==> config.mk <==
export PLATFORM = sky130hd
export DESIGN_NAME = bpr_sqrt
export DESIGN_NICKNAME = d
export VERILOG_FILES = /design/src/rtl/bpr_pkg.sv /design/src/rtl/bpr_sqrt.sv
export SDC_FILE = /design/constraint.sdc
export NUM_CORES = 2
export LEC_CHECK = 0
export BUFFER_PORTS_ARGS = -buffer_cell sky130_fd_sc_hd__buf_2
export CELL_PAD_IN_SITES_DETAIL_PLACEMENT = 0
export CELL_PAD_IN_SITES_GLOBAL_PLACEMENT = 1
export CORE_MARGIN = 3
export CORE_UTILIZATION = 50
export CTS_BUF_LIST = sky130_fd_sc_hd__clkbuf_16
export CTS_CLUSTER_DIAMETER = 60
export CTS_CLUSTER_SIZE = 12
export DETAILED_ROUTE_END_ITERATION = 8
export PLACE_DENSITY_LB_ADDON = 0.15
export SYNTH_ARGS = -nofsm -noshare
export SYNTH_HDL_FRONTEND = slang
export SYNTH_SLANG_ARGS = --single-unit
==> constraint.sdc <==
create_clock -name clk -period 4.6 [get_ports clk]
set_input_delay 0.69 -clock clk [delete_from_list [all_inputs] [get_ports clk]]
set_output_delay 0.69 -clock clk [all_outputs]
set_load 0.1 [all_outputs]
==> src/rtl/bpr_pkg.sv <==
`timescale 1ns / 1ps
// ----------------------------------------------------------------------------
// bpr_pkg
// Number format, payload types, register indexes and saturating fixed point
// helpers shared by the Boris pusher pipeline.
// ----------------------------------------------------------------------------
package bpr_pkg;

  localparam int WORD_BITS = 32;
  localparam int FRAC_BITS = 20;
  localparam int WIDE_BITS = 2 * WORD_BITS;

  // Divider: one prep stage, one stage per quotient bit, one rounding stage.
  localparam int DIV_LAT     = WORD_BITS + 2;
  // Square root: one prep stage, one stage per root bit.
  localparam int SQRT_PAIRS  = (WORD_BITS + FRAC_BITS + 1) / 2;
  localparam int SQRT_LAT    = SQRT_PAIRS + 1;
  localparam int LS_BITS     = 21;
  localparam int CFG_IDX_BITS = 3;

  typedef logic signed [WORD_BITS-1:0] q_t;

  localparam q_t Q_MAX = {1'b0, {(WORD_BITS-1){1'b1}}};
  localparam q_t Q_MIN = {1'b1, {(WORD_BITS-1){1'b0}}};
  localparam q_t Q_ONE  = q_t'(1) <<< FRAC_BITS;
  localparam q_t Q_HALF = q_t'(1) <<< (FRAC_BITS - 1);
  localparam q_t Q_TWO  = q_t'(2) <<< FRAC_BITS;

  localparam logic [WIDE_BITS-1:0] WIDE_POS_LIM = {{(WORD_BITS+1){1'b0}}, {(WORD_BITS-1){1'b1}}};
  localparam logic [WIDE_BITS-1:0] WIDE_NEG_LIM = {{WORD_BITS{1'b0}}, 1'b1, {(WORD_BITS-1){1'b0}}};
  localparam logic [WIDE_BITS-1:0] WIDE_RND     = {{(WIDE_BITS-1){1'b0}}, 1'b1} << (FRAC_BITS - 1);

  typedef enum logic [CFG_IDX_BITS-1:0] {
    CFG_LIGHT_SPEED  = 3'd0,
    CFG_CHARGE_SIGN  = 3'd1,
    CFG_BEAM_FRONT_X = 3'd2,
    CFG_DRAG_COEFF   = 3'd3,
    CFG_ACTIVE_DIMS  = 3'd4
  } cfg_idx_t;

  typedef struct packed {
    q_t pos_x;
    q_t pos_y;
    q_t pos_z;
    q_t vel_x;
    q_t vel_y;
    q_t vel_z;
    q_t field_ex;
    q_t field_ey;
    q_t field_ez;
    q_t field_bx;
    q_t field_by;
    q_t field_bz;
  } in_item_t;

  typedef struct packed {
    q_t new_vel_x;
    q_t new_vel_y;
    q_t new_vel_z;
    q_t new_pos_x;
    q_t new_pos_y;
    q_t new_pos_z;
  } out_item_t;

  function automatic q_t addq(q_t a, q_t b);
    logic signed [WORD_BITS:0] s;
    s = {a[WORD_BITS-1], a} + {b[WORD_BITS-1], b};
    if (s[WORD_BITS] != s[WORD_BITS-1]) begin
      return s[WORD_BITS] ? Q_MIN : Q_MAX;
    end
    return s[WORD_BITS-1:0];
  endfunction

  function automatic q_t subq(q_t a, q_t b);
    logic signed [WORD_BITS:0] s;
    s = {a[WORD_BITS-1], a} - {b[WORD_BITS-1], b};
    if (s[WORD_BITS] != s[WORD_BITS-1]) begin
      return s[WORD_BITS] ? Q_MIN : Q_MAX;
    end
    return s[WORD_BITS-1:0];
  endfunction

  function automatic q_t negq(q_t a);
    return (a == Q_MIN) ? Q_MAX : -a;
  endfunction

  // Exact product, round half away from zero, saturate.
  function automatic q_t mulq(q_t a, q_t b);
    logic signed [WIDE_BITS-1:0] ae;
    logic signed [WIDE_BITS-1:0] be;
    logic signed [WIDE_BITS-1:0] p;
    logic [WIDE_BITS-1:0] m;
    logic [WIDE_BITS-1:0] r;
    logic neg;
    ae  = a;
    be  = b;
    p   = ae * be;
    neg = a[WORD_BITS-1] ^ b[WORD_BITS-1];
    m   = neg ? WIDE_BITS'(-p) : WIDE_BITS'(p);
    r   = (m + WIDE_RND) >> FRAC_BITS;
    if (neg) begin
      if (r > WIDE_NEG_LIM) return Q_MIN;
      return q_t'(WIDE_BITS'(0) - r);
    end
    if (r > WIDE_POS_LIM) return Q_MAX;
    return q_t'(r);
  endfunction

  function automatic q_t scale_sign(q_t v, logic signed [1:0] s);
    if (s == 2'sb00) return '0;
    return s[1] ? negq(v) : v;
  endfunction

endpackage

==> src/rtl/bpr_sqrt.sv <==
`timescale 1ns / 1ps
// ----------------------------------------------------------------------------
// bpr_sqrt
// Pipelined Q-format square root: floor of the exact root, one root bit per
// stage; zero for arguments at or below zero.
// ----------------------------------------------------------------------------
module bpr_sqrt (
  input  logic        clk,
  input  logic        en,
  input  bpr_pkg::q_t arg,
  output bpr_pkg::q_t root
);
  localparam int W = bpr_pkg::WORD_BITS;
  localparam int F = bpr_pkg::FRAC_BITS;
  localparam int P = bpr_pkg::SQRT_PAIRS;

  typedef struct packed {
    logic [2*P-1:0] rad;
    logic [P+1:0]   rem;
    logic [P-1:0]   rt;
  } sstg_t;

  sstg_t stg_r [0:P];
  sstg_t prep_nxt;

  always_comb begin
    prep_nxt.rem = '0;
    prep_nxt.rt  = '0;
    if (!arg[W-1] && arg != '0) begin
      prep_nxt.rad = (2*P)'({arg[W-2:0], {F{1'b0}}});
    end else begin
      prep_nxt.rad = '0;
    end
  end

  always_ff @(posedge clk) begin
    if (en) begin
      stg_r[0] <= prep_nxt;
    end
  end

  for (genvar k = 1; k <= P; k++) begin : g_bit
    sstg_t nxt;
    always_comb begin
      logic [P+3:0] cur;
      logic [P+3:0] trial;
      logic         ge;
      cur   = {stg_r[k-1].rem, stg_r[k-1].rad[2*P-1:2*P-2]};
      trial = {2'b00, stg_r[k-1].rt, 2'b01};
      ge    = cur >= trial;
      cur   = ge ? cur - trial : cur;
      nxt.rem = cur[P+1:0];
      nxt.rt  = {stg_r[k-1].rt[P-2:0], ge};
      nxt.rad = stg_r[k-1].rad << 2;
    end
    always_ff @(posedge clk) begin
      if (en) begin
        stg_r[k] <= nxt;
      end
    end
  end

  assign root = {{(W-P){1'b0}}, stg_r[P].rt};
endmodule

* Word-level counts from Yosys, hierarchy flattened
Memories as Yosys holds them, arrays and structs flattened.
Index checks and enable logic that the tools add are counted.
** Storage, ports and cells
- Input bits :: 34
- Memories :: 1
- RAM bits :: 2862
- Bits in registers :: 0
- Output and inout bits :: 32
** Operators by class
- Reductions and logical operators :: 3
- Mux-type cells :: 29
- Add/sub/neg operators :: 26
- $lt $le $gt $ge :: 26
** Memories
- stg_r :: words 27, bits a word 106, read ports 27, clocked after memory_dff 0, wr ports 27, line bpr_sqrt.sv:23 : sstg_t stg_r [0:P];
** Operator list (number)
- greater-or-equal comparator 30 x 28 -> 1 bit :: 26
- two-way mux 28 bit :: 26
- subtractor 28 bit :: 26
- two-way mux 51 bit :: 1
- nonzero test 32 bit :: 1
- two-way mux 1 bit :: 2
- logical AND 1 bit :: 1
- logical NOT 1 bit :: 1

* Depth between registers and ports, before layout
- Word-level depth :: 3
- Depth in mapped cells :: 16
- Mapped depth without buffers :: 14

* Worst setup path before layout
No wires, ideal clock.
- Path type :: flip-flop to flip-flop
- From :: memory stg_r[24][26] in the netlist's numbering
- To :: memory stg_r[25][44] in the netlist's numbering (data pin)
- Data arrival time :: 3.150 ns
- Buffers on the path :: 2
- Data required time :: 4.332 ns
- Stages on the path, launching flop included :: 14
- Setup slack :: 1.182 ns
- Cell sequence :: edfxtp_1 > ha_1 > inv_1 > fa_1 > nor2b_1 > o31ai_1 > a21oi_1 > o211ai_1 > a31oi_1 > a211o_1 > a2111oi_0 > buf_2 > clkbuf_1 > o21ai_0
** RTL lines (line)
- start: declaration :: bpr_sqrt.sv:23

==> impl_metrics.json <==
{
  "ys.flop_type": "edfxtp_1",
  "cts.clk_slew.worst_paths_ns": 0.06,
  "ant_nets": 0,
  "synth.ff_latch_count": 1268,
  "final_cells": 7236,
  "final_cell_mix": "edfxtp_1, inv_1, nand2_1",
  "areaGrowthSynthToFinish_pct": 11.1,
  "cp_data_arrival_time_ns": 4.72,
  "clk_path_buf_depth": 3,
  "leakage_nw": 27.6,
  "maxCapViolations": 0,
  "fin_crit_sh_pct": 91.9,
  "timing.rr.start": "stg_r[23][26]$_SDFFCE_PP0P_",
  "grt_overflow": 0,
  "synth_cells": 5335,
  "critPathLaunchType": "flip-flop",
  "r2r_end": "stg_r[24][44]$_DFFE_PP_",
  "worstMarginPinSlew_ns": 1.16,
  "avgSynthCellArea_um2": 12.0,
  "yosys_warnings": 0,
  "skew_ns": 0.0218,
  "grtUsageTotal_pct": 18.5,
  "hold_depth": 2,
  "crit_required_ns": 5.09,
  "pwr-share-comb_pct": 18.9,
  "antenna_cells": 0,
  "yosysTopAreaCellShare_pct": 59.4,
  "critPathKind": "reg2reg",
  "via_per_inst": 5.41,
  "min_from": "arg[9]",
  "power_frac_clock_pct": 33.3,
  "fill_cells": 10500,
  "dieArea_um2": 133000,
  "yosys-top-cells-area": "edfxtp_1, ha_1, xnor2_1",
  "root_buffer": "clkbuf_16",
  "initialDrtViolationCount": 2618,
  "hold_viol": 0,
  "finalSetupTns_ns": 0,
  "status": "complete, no violations",
  "final_common_cell": "edfxtp_1",
  "peakVddDrop_uv": 396,
  "synth.distinct_cells": 90,
  "grt_max_degree": 141,
  "drc": 0,
  "die_w_um": 364,
  "rsz0062_at_grt": "no",
  "grt_pass1_vias": 38200,
  "numCtsBuffers": 142,
  "dr.pass1.iters": 5,
  "setup_violations": 0,
  "die_h_um": 364,
  "port_buffers": 59,
  "power_frac_seq_pct": 47.8,
  "detail_route.wl_per_cell_um": 16.7,
  "worst_setup_path_end_kind": "flip-flop",
  "start_util_pct": 50.7,
  "cts_tree": "yes",
  "async_reset_ff_share_pct": 0,
  "cts_sinks": 1268,
  "cp_max_fo": 28,
  "rr_worst_depth": 14,
  "largest-register": "stg_r",
  "cts_hold_buf": 0,
  "p_sw_share_pct": 27.5,
  "wl_um": 121000,
  "fp-row-count": 130,
  "max-slew-margin-rel_pct": 22.7,
  "ctsResizeCount": 0,
  "layout-drive-gt1-share_pct": 7.72,
  "htree_levels": 4,
  "dp_hpwl_um": 87700,
  "largest_reg_flops": 1268,
  "antenna_found_initial": 0,
  "min_period_ns": 4.23,
  "powerDensity_nw_per_um2": 458,
  "num_vias": 39100,
  "synth_area_leader_cell": "edfxtp_1",
  "clk-insertion-delay-late_ns": 0.75,
  "rrSetupSlack_ns": 0.37,
  "reg_top3": "stg_r: 1268 flops",
  "gp_congestion": 0.847,
  "yosysSeqAreaShare_pct": 59.4,
  "netlist_area_um2": 64100,
  "grt_first_pass_wirelength_um": 199000,
  "switchingPower_mw": 8.97,
  "ioPinCount": 66,
  "dp_cells": 7011,
  "fmax_ghz": 0.236,
  "cts_setup_buffers": 0,
  "whs_endpoint": "stg_r[0][83]$_SDFFCE_PN0P_",
  "synth_edf_count": 1268,
  "drv_slew": 0,
  "layout.nets": 5905,
  "p_int_mw": 23.6,
  "core_area_um2": 126000,
  "hold_class": "in2reg"
}
-- critical path, stage by stage (launching register included) --
cell and delay (ns):
edfxtp_1 0.43, ha_1 0.22, inv_1 0.07, fa_1 0.20, nor2b_1 0.07, o31a_1 0.31, o211ai_1 0.24, and4_1 0.33
o31ai_1 0.12, a21o_1 0.22, nor2b_2 0.86, inv_1 0.40, buf_4 0.31, nor2_1 0.11, a21oi_1 0.05
-- logic make-up after synthesis --
logic type | Yosys count | synth area share (%)
AOI/OAI and AO/OA | 1093 | 10.6
xor gates and xnor gates | 501 | 6.85
adders and majority gates | 366 | 7.25
buffers and inverters | 569 | 3.40
DFF | 1268 | 59.4
muxes | 47 | 0.816
other | 1 | 0.00585
and+or+nand+nor | 1490 | 11.7
-- layout make-up --
cell class / count / area (um^2) / area share [%]
clock buffer: 146 / 3650 / 5.13
clock inverter: 79 / 776 / 1.09
inverter: 469 / 1760 / 2.47
multi-input combinational: 3504 / 23900 / 33.6
sequential: 1268 / 38100 / 53.5
tap: 1650 / 2060 / 2.90
timing repair buffer: 120 / 943 / 1.32
-- per-stage QoR --
step                util [%]  setup slack (ns)  hold WS (ns)  total power [mW]  instance area, um^2
finish                  56.3             0.371         0.231              32.6                71200
CTS                     56.3             0.336         0.143              33.0                71200
global placement        52.8             0.404         0.401              21.9                66800
global route            56.3           0.00393         0.178              34.5                71200
floorplan                  -              1.18         0.400              20.2                64100
detailed placement      52.8             0.362         0.405              22.0                66800
-- routing by layer --
layer,up-vias,GRT usage (%),part of all wire (%)
li1,19900,-,-
met1,18500,26.5,48
met2,624,29.7,46
met3,176,2.73,3.7
met4,0,4.91,1.9
met5,-,0,0
-- power by group through the flow --
stage | clock network [mW] | logic, mW | registers, mW
after detailed placement | 0 | 6.16 | 15.8
after global routing | 11.7 | 7.02 | 15.7
final | 10.8 | 6.17 | 15.6
after global placement | 0 | 6.10 | 15.8
after CTS | 11.2 | 6.20 | 15.6
after floorplan | 0 | 4.68 | 15.5
-- worst max path at each step --
| stage | start | slack (ns) | end | cells after the start |
|---|---|---|---|---|
| floorplan | stg_r[24][26]$_SDFFCE_PP0P_ | 1.18 | stg_r[25][44]$_DFFE_PP_ | 13 |
| global placement | stg_r[23][26]$_SDFFCE_PP0P_ | 0.40 | stg_r[24][45]$_DFFE_PP_ | 14 |
| detailed placement | stg_r[23][26]$_SDFFCE_PP0P_ | 0.36 | stg_r[24][44]$_DFFE_PP_ | 14 |
| CTS | stg_r[23][26]$_SDFFCE_PP0P_ | 0.34 | stg_r[24][44]$_DFFE_PP_ | 14 |
| global route | stg_r[23][26]$_SDFFCE_PP0P_ | 0.004 | stg_r[24][45]$_DFFE_PP_ | 14 |
| finish | stg_r[23][26]$_SDFFCE_PP0P_ | 0.37 | stg_r[24][44]$_DFFE_PP_ | 14 |
-- synthesized netlist by cell type, types with 8 or more instances --
library cell,n
o21a_1,78
o21bai_1,35
nor4_1,81
xnor2_1,258
and4_1,12
nand2_1,408
o211ai_1,19
a21oi_1,299
inv_1,468
nor2_1,330
and3_1,27
a2111oi_0,12
and2_1,46
o31ai_1,38
o21ai_0,320
mux2_2,39
edfxtp_1,1268
o31a_1,8
or3_1,52
clkbuf_1,80
a211oi_1,24
xor2_1,243
or2_2,29
nor3_1,132
nand4_1,39
a21boi_0,18
nand2b_1,80
or4_1,38
nand4b_1,9
nor4_2,12
o22ai_1,8
a21o_1,123
a31oi_1,33
nand3_1,94
nor2b_1,54
nand3b_1,18
ha_1,357
fa_1,9
Power figures use the tool's default switching activity.
