`src/rtl/bpr_delay.sv`:
```
`timescale 1ns / 1ps
// ----------------------------------------------------------------------------
// bpr_delay
// Context line that keeps an item's side values and valid bit in step with a
// divider or square root pipeline.
// ----------------------------------------------------------------------------
module bpr_delay #(
  parameter int DW    = 8,
  parameter int DEPTH = 2
) (
  input  logic          clk,
  input  logic          rst_n,
  input  logic          en,
  input  logic          in_valid,
  input  logic [DW-1:0] in_data,
  output logic          out_valid,
  output logic [DW-1:0] out_data
);
  logic [DEPTH-1:0] valid_r;
  logic [DW-1:0]    data_r [DEPTH];

  always_ff @(posedge clk) begin
    if (!rst_n) begin
      valid_r <= '0;
    end else if (en) begin
      valid_r <= {valid_r[DEPTH-2:0], in_valid};
    end
  end

  always_ff @(posedge clk) begin
    if (en) begin
      data_r[0] <= in_data;
      for (int i = 1; i < DEPTH; i++) begin
        data_r[i] <= data_r[i-1];
      end
    end
  end

  assign out_valid = valid_r[DEPTH-1];
  assign out_data  = data_r[DEPTH-1];
endmodule
```
`config.mk`:
```
export PLATFORM = sky130hd
export DESIGN_NAME = bpr_delay
export DESIGN_NICKNAME = d
export VERILOG_FILES = /design/src/rtl/bpr_delay.sv
export SDC_FILE = /design/constraint.sdc
export NUM_CORES = 1
export LEC_CHECK = 0
export ABC_AREA = 1
export ABC_CLOCK_PERIOD_IN_PS = 1300
export BUFFER_PORTS_ARGS = -buffer_cell sky130_fd_sc_hd__buf_4
export CAP_MARGIN = 20
export CORE_AREA = 2 2 39 41
export DETAILED_ROUTE_END_ITERATION = 8
export DIE_AREA = 0 0 41 43
export PLACE_DENSITY = 0.77
export SYNTH_ARGS = -nofsm -noshare
export SYNTH_HDL_FRONTEND = slang
export SYNTH_SLANG_ARGS = --single-unit
```
`constraint.sdc`:
```
create_clock -name clk -period 1.3 [get_ports clk]
set_clock_uncertainty 0.15 [all_clocks]
set_input_delay 0.195 -clock clk [delete_from_list [all_inputs] [get_ports clk]]
set_output_delay 0.195 -clock clk [all_outputs]
set_load 0.05 [all_outputs]
```
# Yosys cells after proc, flatten, opt, wreduce, memory -nomap -nowiden
# Memories as Yosys holds them, arrays and structs flattened.
# Index checks and enable logic that the tools add are counted.
[word_totals]
reg_bits = 2
ramBits = 16
inputBits = 12
output_inout_bits = 9
wordCells = 4
mem_count = 1
[memory_table]
columns = ["name", "words", "width", "read_ports", "rd_clocked_by_memory_dff", "wr", "line_no", "text"]
rows = [
  ["data_r", 2, 8, 2, 0, 2, "20", "logic [DW-1:0] data_r [DEPTH];"],
]
[classes]
muxes = 2
[ops]
columns = ["operator", "count"]
rows = [
  ["$mux 1", 2],
]

# Depth between registers and ports, before layout
# Gate-level depths: netlist (run 1).
[logic_depth]
word_depth = 2
depth_mapped = 4
mapped_depth_nobuf = 4

# Worst setup path after synthesis (run 1)
# No wires, ideal clock.
[synth_path]
kind = "register -> register"
startpoint = "reg valid_r[1] (netlist name)"
endpoint = "reg valid_r[1]"
setup_time_ns = 0.062
arrival_ns = 0.822
required_ns = 1.088
setup_slack_ns = 0.266
stages_incl_launch_ff = 3
n_path_buf = 0
period_less_slack_ns = 1.034
cell_sequence = "dfxtp_1 nor2_1 nor2_2"
[synth_rtl]
columns = ["element", "line_no", "text"]
rows = [
  ["to (signal assigned)", "26", "valid_r <= {valid_r[DEPTH-2:0], in_valid};"],
  ["to (decl)", "19", "logic [DEPTH-1:0] valid_r;"],
]

==> metrics.cfg, run 1 <==
[cts]
root_buffer=clkbuf_4
cts.htree.levels=1
path_clk_slew_ns=0.08
clk_path_buf_depth=2
numCtsBuffers=3
cts_tree=done
clock-sinks=18
post_cts_buffers=0
clk_latency_ns=0.27

[yosys]
ys_warn_count=0
yosys.area_share.adder_pct=0
synth-seq-cells=18
netlist_area_um2=621
synth_top_family_by_area=buffers and inverters
synth.most_common_cell=edfxtp_1
synth-xor-area-share_pct=0
async_flop_share_pct=0
synth_edf_count=16
ys_types=7
synth_top_flop_cell=edfxtp_1
synth_fp_nets=48
synth.mux.area_fraction_pct=0
synth_common_cells=edfxtp_1 (16), buf_4 (8), nand2_1 (4), nor2_1 (3)
synth_compound_area_share_pct=0
syn_area_per_cell_um2=17.2
synthDominantCellAreaShare_pct=77.4
synthCells=36
yosysSeqAreaShare_pct=83.9
yosysTopAreaCell=edfxtp_1
ys_top_cells_by_area=edfxtp_1 (77%), buf_4 (9.7%), dfxtp_1 (6.5%)
synth-simple-area-share_pct=5.24

[sta]
slew_violations=0
fin_crit_ns=1.20
rsz0062_at_grt=false
slew_headroom_pct=85.0
setup_viol=0
post-route-period-util_pct=92.1
fmax_mhz=835
tightest_slew_ns=0.225
final_hold_viol_count=0
fin_tns_setup_ns=0
finalWorstSetupSlack_ns=0.103

[final_layout]
drive_above_1_share_pct=39.3
fill_cells=110
finish.utilization_pct=61.2
area_growth_pct=36.5
num_antenna_cells=0
final_nets=74

[floorplanning]
die_area_um2=1760
row_count=14
fp.dieH_um=43
die_w_um=41
num_io_pins=21
core_um2=1380
start_util_pct=44.8

[worst_setup_path]
cp_num_buf_inv=1
crit_arrival_ns=0.85
crit_fanout=1
worstPathCellList=buf_4
cpMaxStageDelayCell=edfxtp_1
critPathCaptureType=output pin
cpPeakStageDelay_ns=0.38
crit_family=flip-flops
crit_type=reg -> out
required_ns=0.95
critPathLaunchType=flop

[place]
gp_congestion=0.577
portBuffers=20
place_ws_ns=0.399

[pwr]
irDropWorstVdd_uv=676
leakage_nw=0.350
total_power_mw=1.10
pwr_density_cell_nw_per_um2=1300

[routing]
post_drt_wl_per_cell_um=10.2
first_iter_violations=1
drc=0
wl_um=782
via_count=324
via_per_inst=4.21
detail-route-antenna-nets=0
dr.pass1.iters=2

[global_routing]
gr-total-overflow=0
grt_max_degree=21
antenna_found_initial=0
grt_use_total_pct=10.9
grt_pass1_wl_mm=1.17
grt_pass1_vias=299

[hold_path]
worstHoldPathType=in -> reg

[run]
drv_cap=0

[run_status]
status=complete, no violations

[repair_timing]
action | 4_1_cts | 5_1_grt
hold buffers | 9 | 0
endpoints found under the hold margin | 10 | 0
resized for setup | 0 | 0
[cells by family (layout without fill, tap and decap cells)]
family / after synthesis / count (layout)
buffers and inverters: 10 / 35
flip-flops: 18 / 18
AND/OR/NAND/NOR: 8 / 8
[layer usage]
layer,GRT usage (%),share of wire [%],vias up
li1,-,-,165
met1,9.78,33,140
met2,18.8,57,17
met3,3.14,8.8,2
met4,8.00,0.90,0
met5,0,0,-
[layout by cell type (no fill, tap or decap)]
cell type,count
buf_4,20
clkbuf_4,3
clkinv_1,1
dfxtp_1,2
dlygate4sd3_1,9
edfxtp_1,16
inv_1,2
nand2_1,4
nor2_1,3
nor2_2,1
[cell type report]
class	count	area [um^2]	share of cell area, %
clock inverters	1	3.75	0.443
clock buffers	3	22.5	2.66
well taps	16	20.0	2.36
flip-flops and latches	18	520	61.4
multi-input cells	8	32.5	3.84
inverters	2	7.51	0.886
repair buffers	29	240	28.4
[stage by stage]
step | hold slack [ns] | instances | cell area (um^2)
6_report | 0.0607 | 77 | 847
5_1_grt | 0.0970 | 77 | 847
4_1_cts | 0.0531 | 77 | 847
3_5_place_dp | 0.224 | 64 | 731
3_3_place_gp | 0.224 | 64 | 731
2_1_floorplan | 0.144 | 36 | 621
[path summary, 6_finish.rpt]
kind | slack, ns | end | start | depth (start not counted)
worst max-delay path | 0.10 | out_data[6] | data_r[0][14] | 1
worst min-delay path | 0.06 | valid_r[0] | in_valid | 5
worst max register to register | 0.52 | data_r[0][13] | data_r[0][5] | 0
worst min register to register | 0.27 | data_r[0][9] | data_r[0][1] | 0
[where the power goes]
part | internal [mW] | total [mW] | switching (mW)
registers | 0.676 | 0.687 | 0.0112
clock network | 0.111 | 0.252 | 0.141
logic | 0.0650 | 0.160 | 0.0949
total | 0.852 | 1.10 | 0.247
[flip-flops by register name (all words and copies together) (netlist names)]
register and cells:
data_r 16, valid_r 2
(Power assumes the default switching activity.)
==> run 2: changes to the inputs <==
--- a/config.mk
+++ b/config.mk
@@ -9,10 +9,10 @@
 export ABC_CLOCK_PERIOD_IN_PS = 1300
 export BUFFER_PORTS_ARGS = -buffer_cell sky130_fd_sc_hd__buf_4
 export CAP_MARGIN = 20
-export CORE_AREA = 2 2 39 41
+export CORE_AREA = 2 2 45 47
 export DETAILED_ROUTE_END_ITERATION = 8
-export DIE_AREA = 0 0 41 43
-export PLACE_DENSITY = 0.77
+export DIE_AREA = 0 0 47 49
+export PLACE_DENSITY = 0.6
 export SYNTH_ARGS = -nofsm -noshare
 export SYNTH_HDL_FRONTEND = slang
 export SYNTH_SLANG_ARGS = --single-unit
==> run 2 against run 1 <==
Effect of this change:
- wire length rose by 2.3%
- hold slack gained 0.012 ns
- count of clock-buffer cells in the layout is the same
- first-iteration DRC count increased to 9.0 times the previous value
- highest routed layer is now met3
- register-to-register slack about the same
==> metrics.cfg, run 2 (synthesized netlist as in run 1, its figures left out) <==
[run_status]
status=complete, no violations

[final_layout]
fill_cells=180  ; +64%
largest_register_ffs=16  ; unchanged
top_register=data_r
layout_common_cells=buf_4 (20), edfxtp_1 (16), dlygate4sd3_1 (9), nand2_1 (4)
num_antenna_cells=0  ; unchanged
drive_above_1_share_pct=40.0  ; +0.66 points
reg_top3=data_r x16, valid_r x2
final_nets=74  ; unchanged
layout_commonest_cell=buf_4
area_growth_pct=38.1

[global_routing]
grt_pass1_vias=321  ; +7.4%
grt_pass1_wl_mm=1.26  ; +8.2%
grt_max_degree=21  ; unchanged
gr-total-overflow=0  ; unchanged
grt_use_total_pct=7.83  ; -3.1 points
antenna_found_initial=0  ; unchanged

[pwr]
pwr_density_cell_nw_per_um2=1280  ; -1.1%
p_clk_share_pct=23.0  ; about the same
p_sw_mw=0.251  ; +1.8%
leakage_nw=0.349  ; -0.45%
p_comb_share_pct=14.5  ; about the same
irDropWorstVdd_uv=721  ; +6.5%
p_int_mw=0.849  ; -0.46%
sequentialPowerShare_pct=62.5  ; about the same
total_power_mw=1.10  ; about the same
netSwitchingFraction_pct=22.9  ; +0.39 points

[sta]
fin_tns_setup_ns=0  ; unchanged
final_hold_viol_count=0  ; unchanged
post-route-period-util_pct=92.2  ; +0.10 points
finalWorstSetupSlack_ns=0.101  ; -0.00135 ns
slew_violations=0  ; unchanged
setup_viol=0  ; unchanged
fmax_mhz=834  ; -0.11%
slew_headroom_pct=84.5  ; -0.56 points
fin_crit_ns=1.20  ; +0.00135 ns
tightest_slew_ns=0.233  ; +0.00839 ns
rsz0062_at_grt=false

[cts]
cts.htree.levels=1  ; unchanged
cts_resized=0  ; unchanged
numCtsBuffers=3  ; unchanged
cts_tree=done
path_clk_slew_ns=0.09  ; about the same
root_buffer=clkbuf_4
clock-sinks=18  ; unchanged
clk_path_buf_depth=2  ; unchanged
clk_latency_ns=0.28  ; about the same

[floorplanning]
num_io_pins=21  ; unchanged
fp.dieH_um=49  ; +14%
row_count=16  ; +2
die_area_um2=2300  ; +31%
die_w_um=47  ; +15%
core_um2=1840  ; +33%
start_util_pct=33.7  ; -11 points

[worst_setup_path]
crit_fanout=1  ; unchanged
crit_arrival_ns=0.85  ; about the same
crit_type=reg -> out
critPathCaptureType=output pin
required_ns=0.95  ; about the same
critPathLaunchType=flop
cp_num_buf_inv=1  ; unchanged
crit_family=flip-flops
cpMaxStageDelayCell=edfxtp_1
cpPeakStageDelay_ns=0.38  ; about the same
r2r_setup_slack_ns=0.52  ; about the same
worstPathCellList=buf_4

[routing]
post_drt_wl_per_cell_um=9.20  ; -9.5%
via_count=316  ; -2.5%
first_iter_violations=9  ; +8
via_per_inst=3.63  ; -14%
dr.pass1.iters=2  ; unchanged
drc=0  ; unchanged
detail-route-antenna-nets=0  ; unchanged
wl_um=800  ; +2.3%

[run]
drv_cap=0  ; unchanged

[place]
portBuffers=20  ; unchanged
place_ws_ns=0.394  ; -0.00548 ns
gp_congestion=0.630  ; +9.3%

[hold_path]
worstHoldPathType=in -> reg

-- run 2: changes by cell type in the layout (fill, tap and decap cells not counted), sizes merged --
cell    previous run  this run
clkinv             1         0
-- run 2: path summary, 6_finish.rpt --
| check | cells after the start | end | startpoint |
|---|---|---|---|
| worst max-delay path | 1 | out_data[6] | data_r[0][14] |
| worst min-delay path | 5 | valid_r[0] | in_valid |
| worst max register to register | 0 | data_r[0][13] | data_r[0][5] |
| worst min register to register | 0 | data_r[0][15] | data_r[0][7] |
-- run 2: layout make-up --
type	instances	area [um^2]	area share, %
clock buffer	3	22.5	2.63
inverter	2	7.51	0.876
multi-input combinational	8	32.5	3.80
sequential	18	520	60.7
tap	27	33.8	3.94
timing repair buffer	29	240	28.0
-- run 2: what timing repair did --
action / 4_1_cts / 5_1_grt
buffers inserted: 0 / 0
endpoints found under the setup margin: 0 / 0
hold buffers: 9 / 0
hold endpoints to repair: 10 / 0
-- run 2: per-layer routing --
layer / share of wire, % / vias to the layer above / track usage (%)
li1: - / 165 / -
met1: 39 / 135 / 9.07
met2: 52 / 16 / 12.1
met3: 9.1 / 0 / 2.96
met4: 0 / 0 / 4.17
met5: 0 / - / 0
-- run 2: through the flow --
step	instances	cell area (um^2)	utilization, %	hold slack, ns
finish	87	857	46.5	0.0732
detailed placement	75	744	40.4	0.224
floorplan	36	621	-	0.144
global route	87	857	46.5	0.105
global placement	75	744	40.4	0.224
CTS	87	857	46.5	0.0609
-- run 2: power by group through the flow --
stage / Sequential, mW / Clock, mW / Combinational [mW]
floorplan: 0.705 / 0 / 0.0913
finish: 0.687 / 0.253 / 0.160
global placement: 0.699 / 0 / 0.138
detailed placement: 0.701 / 0 / 0.139
global route: 0.691 / 0.289 / 0.169
CTS: 0.687 / 0.267 / 0.160
==> run 3: changes to the inputs <==
--- a/config.mk
+++ b/config.mk
@@ -9,10 +9,12 @@
 export ABC_CLOCK_PERIOD_IN_PS = 1300
 export BUFFER_PORTS_ARGS = -buffer_cell sky130_fd_sc_hd__buf_4
 export CAP_MARGIN = 20
+export CELL_PAD_IN_SITES_DETAIL_PLACEMENT = 0
+export CELL_PAD_IN_SITES_GLOBAL_PLACEMENT = 1
 export CORE_AREA = 2 2 45 47
 export DETAILED_ROUTE_END_ITERATION = 8
 export DIE_AREA = 0 0 47 49
-export PLACE_DENSITY = 0.6
+export PLACE_DENSITY = 0.71
 export SYNTH_ARGS = -nofsm -noshare
 export SYNTH_HDL_FRONTEND = slang
 export SYNTH_SLANG_ARGS = --single-unit
==> run 3 against run 2 <==
Effect of this change:
- via count grew 2.2%
- sequential power about the same
- first-iteration DRC count decreased by 100%
- register-to-register slack about the same
- non-clock buffer count unchanged
- highest routed layer is now met4
- total power grew 7.0%
- core utilization grew 0.75 points
- sequential share of layout area shrank 0.96 points
- fmax is 0.74% lower
- die area is the same
==> metrics.cfg, run 3 (synthesized netlist as in run 1, its figures left out) <==
[sta]
rsz0062_at_grt=false
fmax_mhz=828  ; -0.74%
slew_violations=0  ; unchanged
setup_viol=0  ; unchanged
post-route-period-util_pct=92.9  ; +0.68 points
final_hold_viol_count=0  ; unchanged
tightest_slew_ns=0.231  ; -0.00170 ns
fin_tns_setup_ns=0  ; unchanged
fin_crit_ns=1.21  ; +0.00890 ns
slew_headroom_pct=84.6  ; +0.11 points

[pwr]
pwr_density_cell_nw_per_um2=1350  ; +5.3%
leakage_nw=0.356  ; +2.1%
total_power_mw=1.18  ; +7.0%
irDropWorstVdd_uv=811  ; +13%

[final_layout]
num_antenna_cells=0  ; unchanged
layout_commonest_cell=buf_4
drive_above_1_share_pct=41.0  ; +0.98 points
layout_common_cells=buf_4 (20), edfxtp_1 (16), dlygate4sd3_1 (9), nand2_1 (4)
fill_cells=175  ; -2.8%
area_growth_pct=40.3
top_register=data_r
reg_top3=data_r x16, valid_r x2
largest_register_ffs=16  ; unchanged
final_nets=74  ; unchanged

[cts]
clk_path_buf_depth=2  ; unchanged
cts.htree.levels=1  ; unchanged
cts_resized=0  ; unchanged
clock-sinks=18  ; unchanged
path_clk_slew_ns=0.10  ; about the same
post_cts_buffers=0  ; unchanged
numCtsBuffers=3  ; unchanged
clk_latency_ns=0.28  ; about the same
cts_hold_buffers=9  ; unchanged
root_buffer=clkbuf_4
cts_tree=done

[worst_setup_path]
rr_startpoint=data_r[0][5]
r2r_setup_slack_ns=0.53  ; about the same
r2r_end=data_r[0][13]
crit_arrival_ns=0.86  ; about the same
critPathCaptureType=output pin
cpMaxStageDelayCell=edfxtp_1
worstPathCellList=buf_4
crit_type=reg -> out
cp_num_buf_inv=1  ; unchanged
critPathLaunchType=flop
required_ns=0.95  ; about the same
crit_fanout=1  ; unchanged
crit_family=flip-flops
cpPeakStageDelay_ns=0.38  ; about the same
rr_worst_depth=0  ; unchanged

[global_routing]
grt.busiest_layer=met2
grt_pass1_wl_mm=1.16  ; -8.2%
gr-total-overflow=0  ; unchanged
grt_use_met1_pct=8.58  ; -0.49 points
grt_use_total_pct=7.46  ; -0.37 points
antenna_found_initial=0  ; unchanged
grt_max_degree=21  ; unchanged
grt_pass1_vias=294  ; -8.4%
grt_use_met3_pct=2.22  ; -0.74 points
use_met2_pct=10.5  ; -1.6 points

[routing]
wl_um=717  ; -10%
via_per_inst=3.67  ; +1.1%
first_iter_violations=0  ; -9
via_count=323  ; +2.2%
drc=0  ; unchanged
post_drt_wl_per_cell_um=8.15  ; -11%
dr.pass1.iters=1  ; -1
detail-route-antenna-nets=0  ; unchanged

[floorplanning]
core_um2=1840  ; unchanged
fp.dieH_um=49  ; unchanged
row_count=16  ; unchanged
die_w_um=47  ; unchanged
start_util_pct=33.7  ; unchanged
num_io_pins=21  ; unchanged
die_area_um2=2300  ; unchanged

[place]
gp_congestion=0.578  ; -8.2%
portBuffers=20  ; unchanged

[hold_path]
hold_depth=5  ; unchanged
worstHoldPathType=in -> reg
min_to=valid_r[0]
min_from=in_valid

[run]
drv_cap=0  ; unchanged

[run_status]
status=complete, no violations

-- run 3: per-stage QoR --
stage | utilization (%) | hold WS (ns) | setup WS [ns] | cells | instance area [um^2]
global route | 47.3 | 0.0570 | 0.0489 | 88 | 871
detailed placement | 40.4 | 0.225 | 0.395 | 75 | 744
global placement | 40.4 | 0.224 | 0.398 | 75 | 744
CTS | 47.3 | 0.0486 | 0.0757 | 88 | 871
finish | 47.3 | 0.0501 | 0.0924 | 88 | 871
floorplan | - | 0.144 | 0.266 | 36 | 621
-- run 3: layer usage --
layer / wire length [um] / vias up
li1: - / 166
met1: 301 / 140
met2: 350 / 15
met3: 56 / 2
met4: 8 / 0
met5: 0 / -
-- run 3: worst max path at each step --
stage                  start             to  slack [ns]  cells after the start
5_1_grt        data_r[0][13]    out_data[5]        0.05                      1
3_5_place_dp              en  data_r[0][11]        0.39                      1
3_3_place_gp              en  data_r[0][11]        0.40                      1
2_1_floorplan     valid_r[1]     valid_r[1]        0.27                      2
6_report       data_r[0][10]    out_data[2]        0.09                      1
4_1_cts        data_r[0][10]    out_data[2]        0.08                      1
-- run 3: cell type report --
type	count	area, um^2	share of cell area, %
Sequential cell	18	520	59.8
Timing Repair Buffer	29	240	27.6
Clock buffer	4	36.3	4.17
Tap cell	27	33.8	3.88
Multi-Input combinational cell	8	32.5	3.74
Inverter	2	7.51	0.862
-- run 3: report_power, final --
group / leakage [nW] / internal, mW / switching [mW] / total [mW]
logic: 0.162 / 0.0649 / 0.0942 / 0.159
clock network: 0.0210 / 0.170 / 0.162 / 0.332
registers: 0.173 / 0.676 / 0.0101 / 0.686
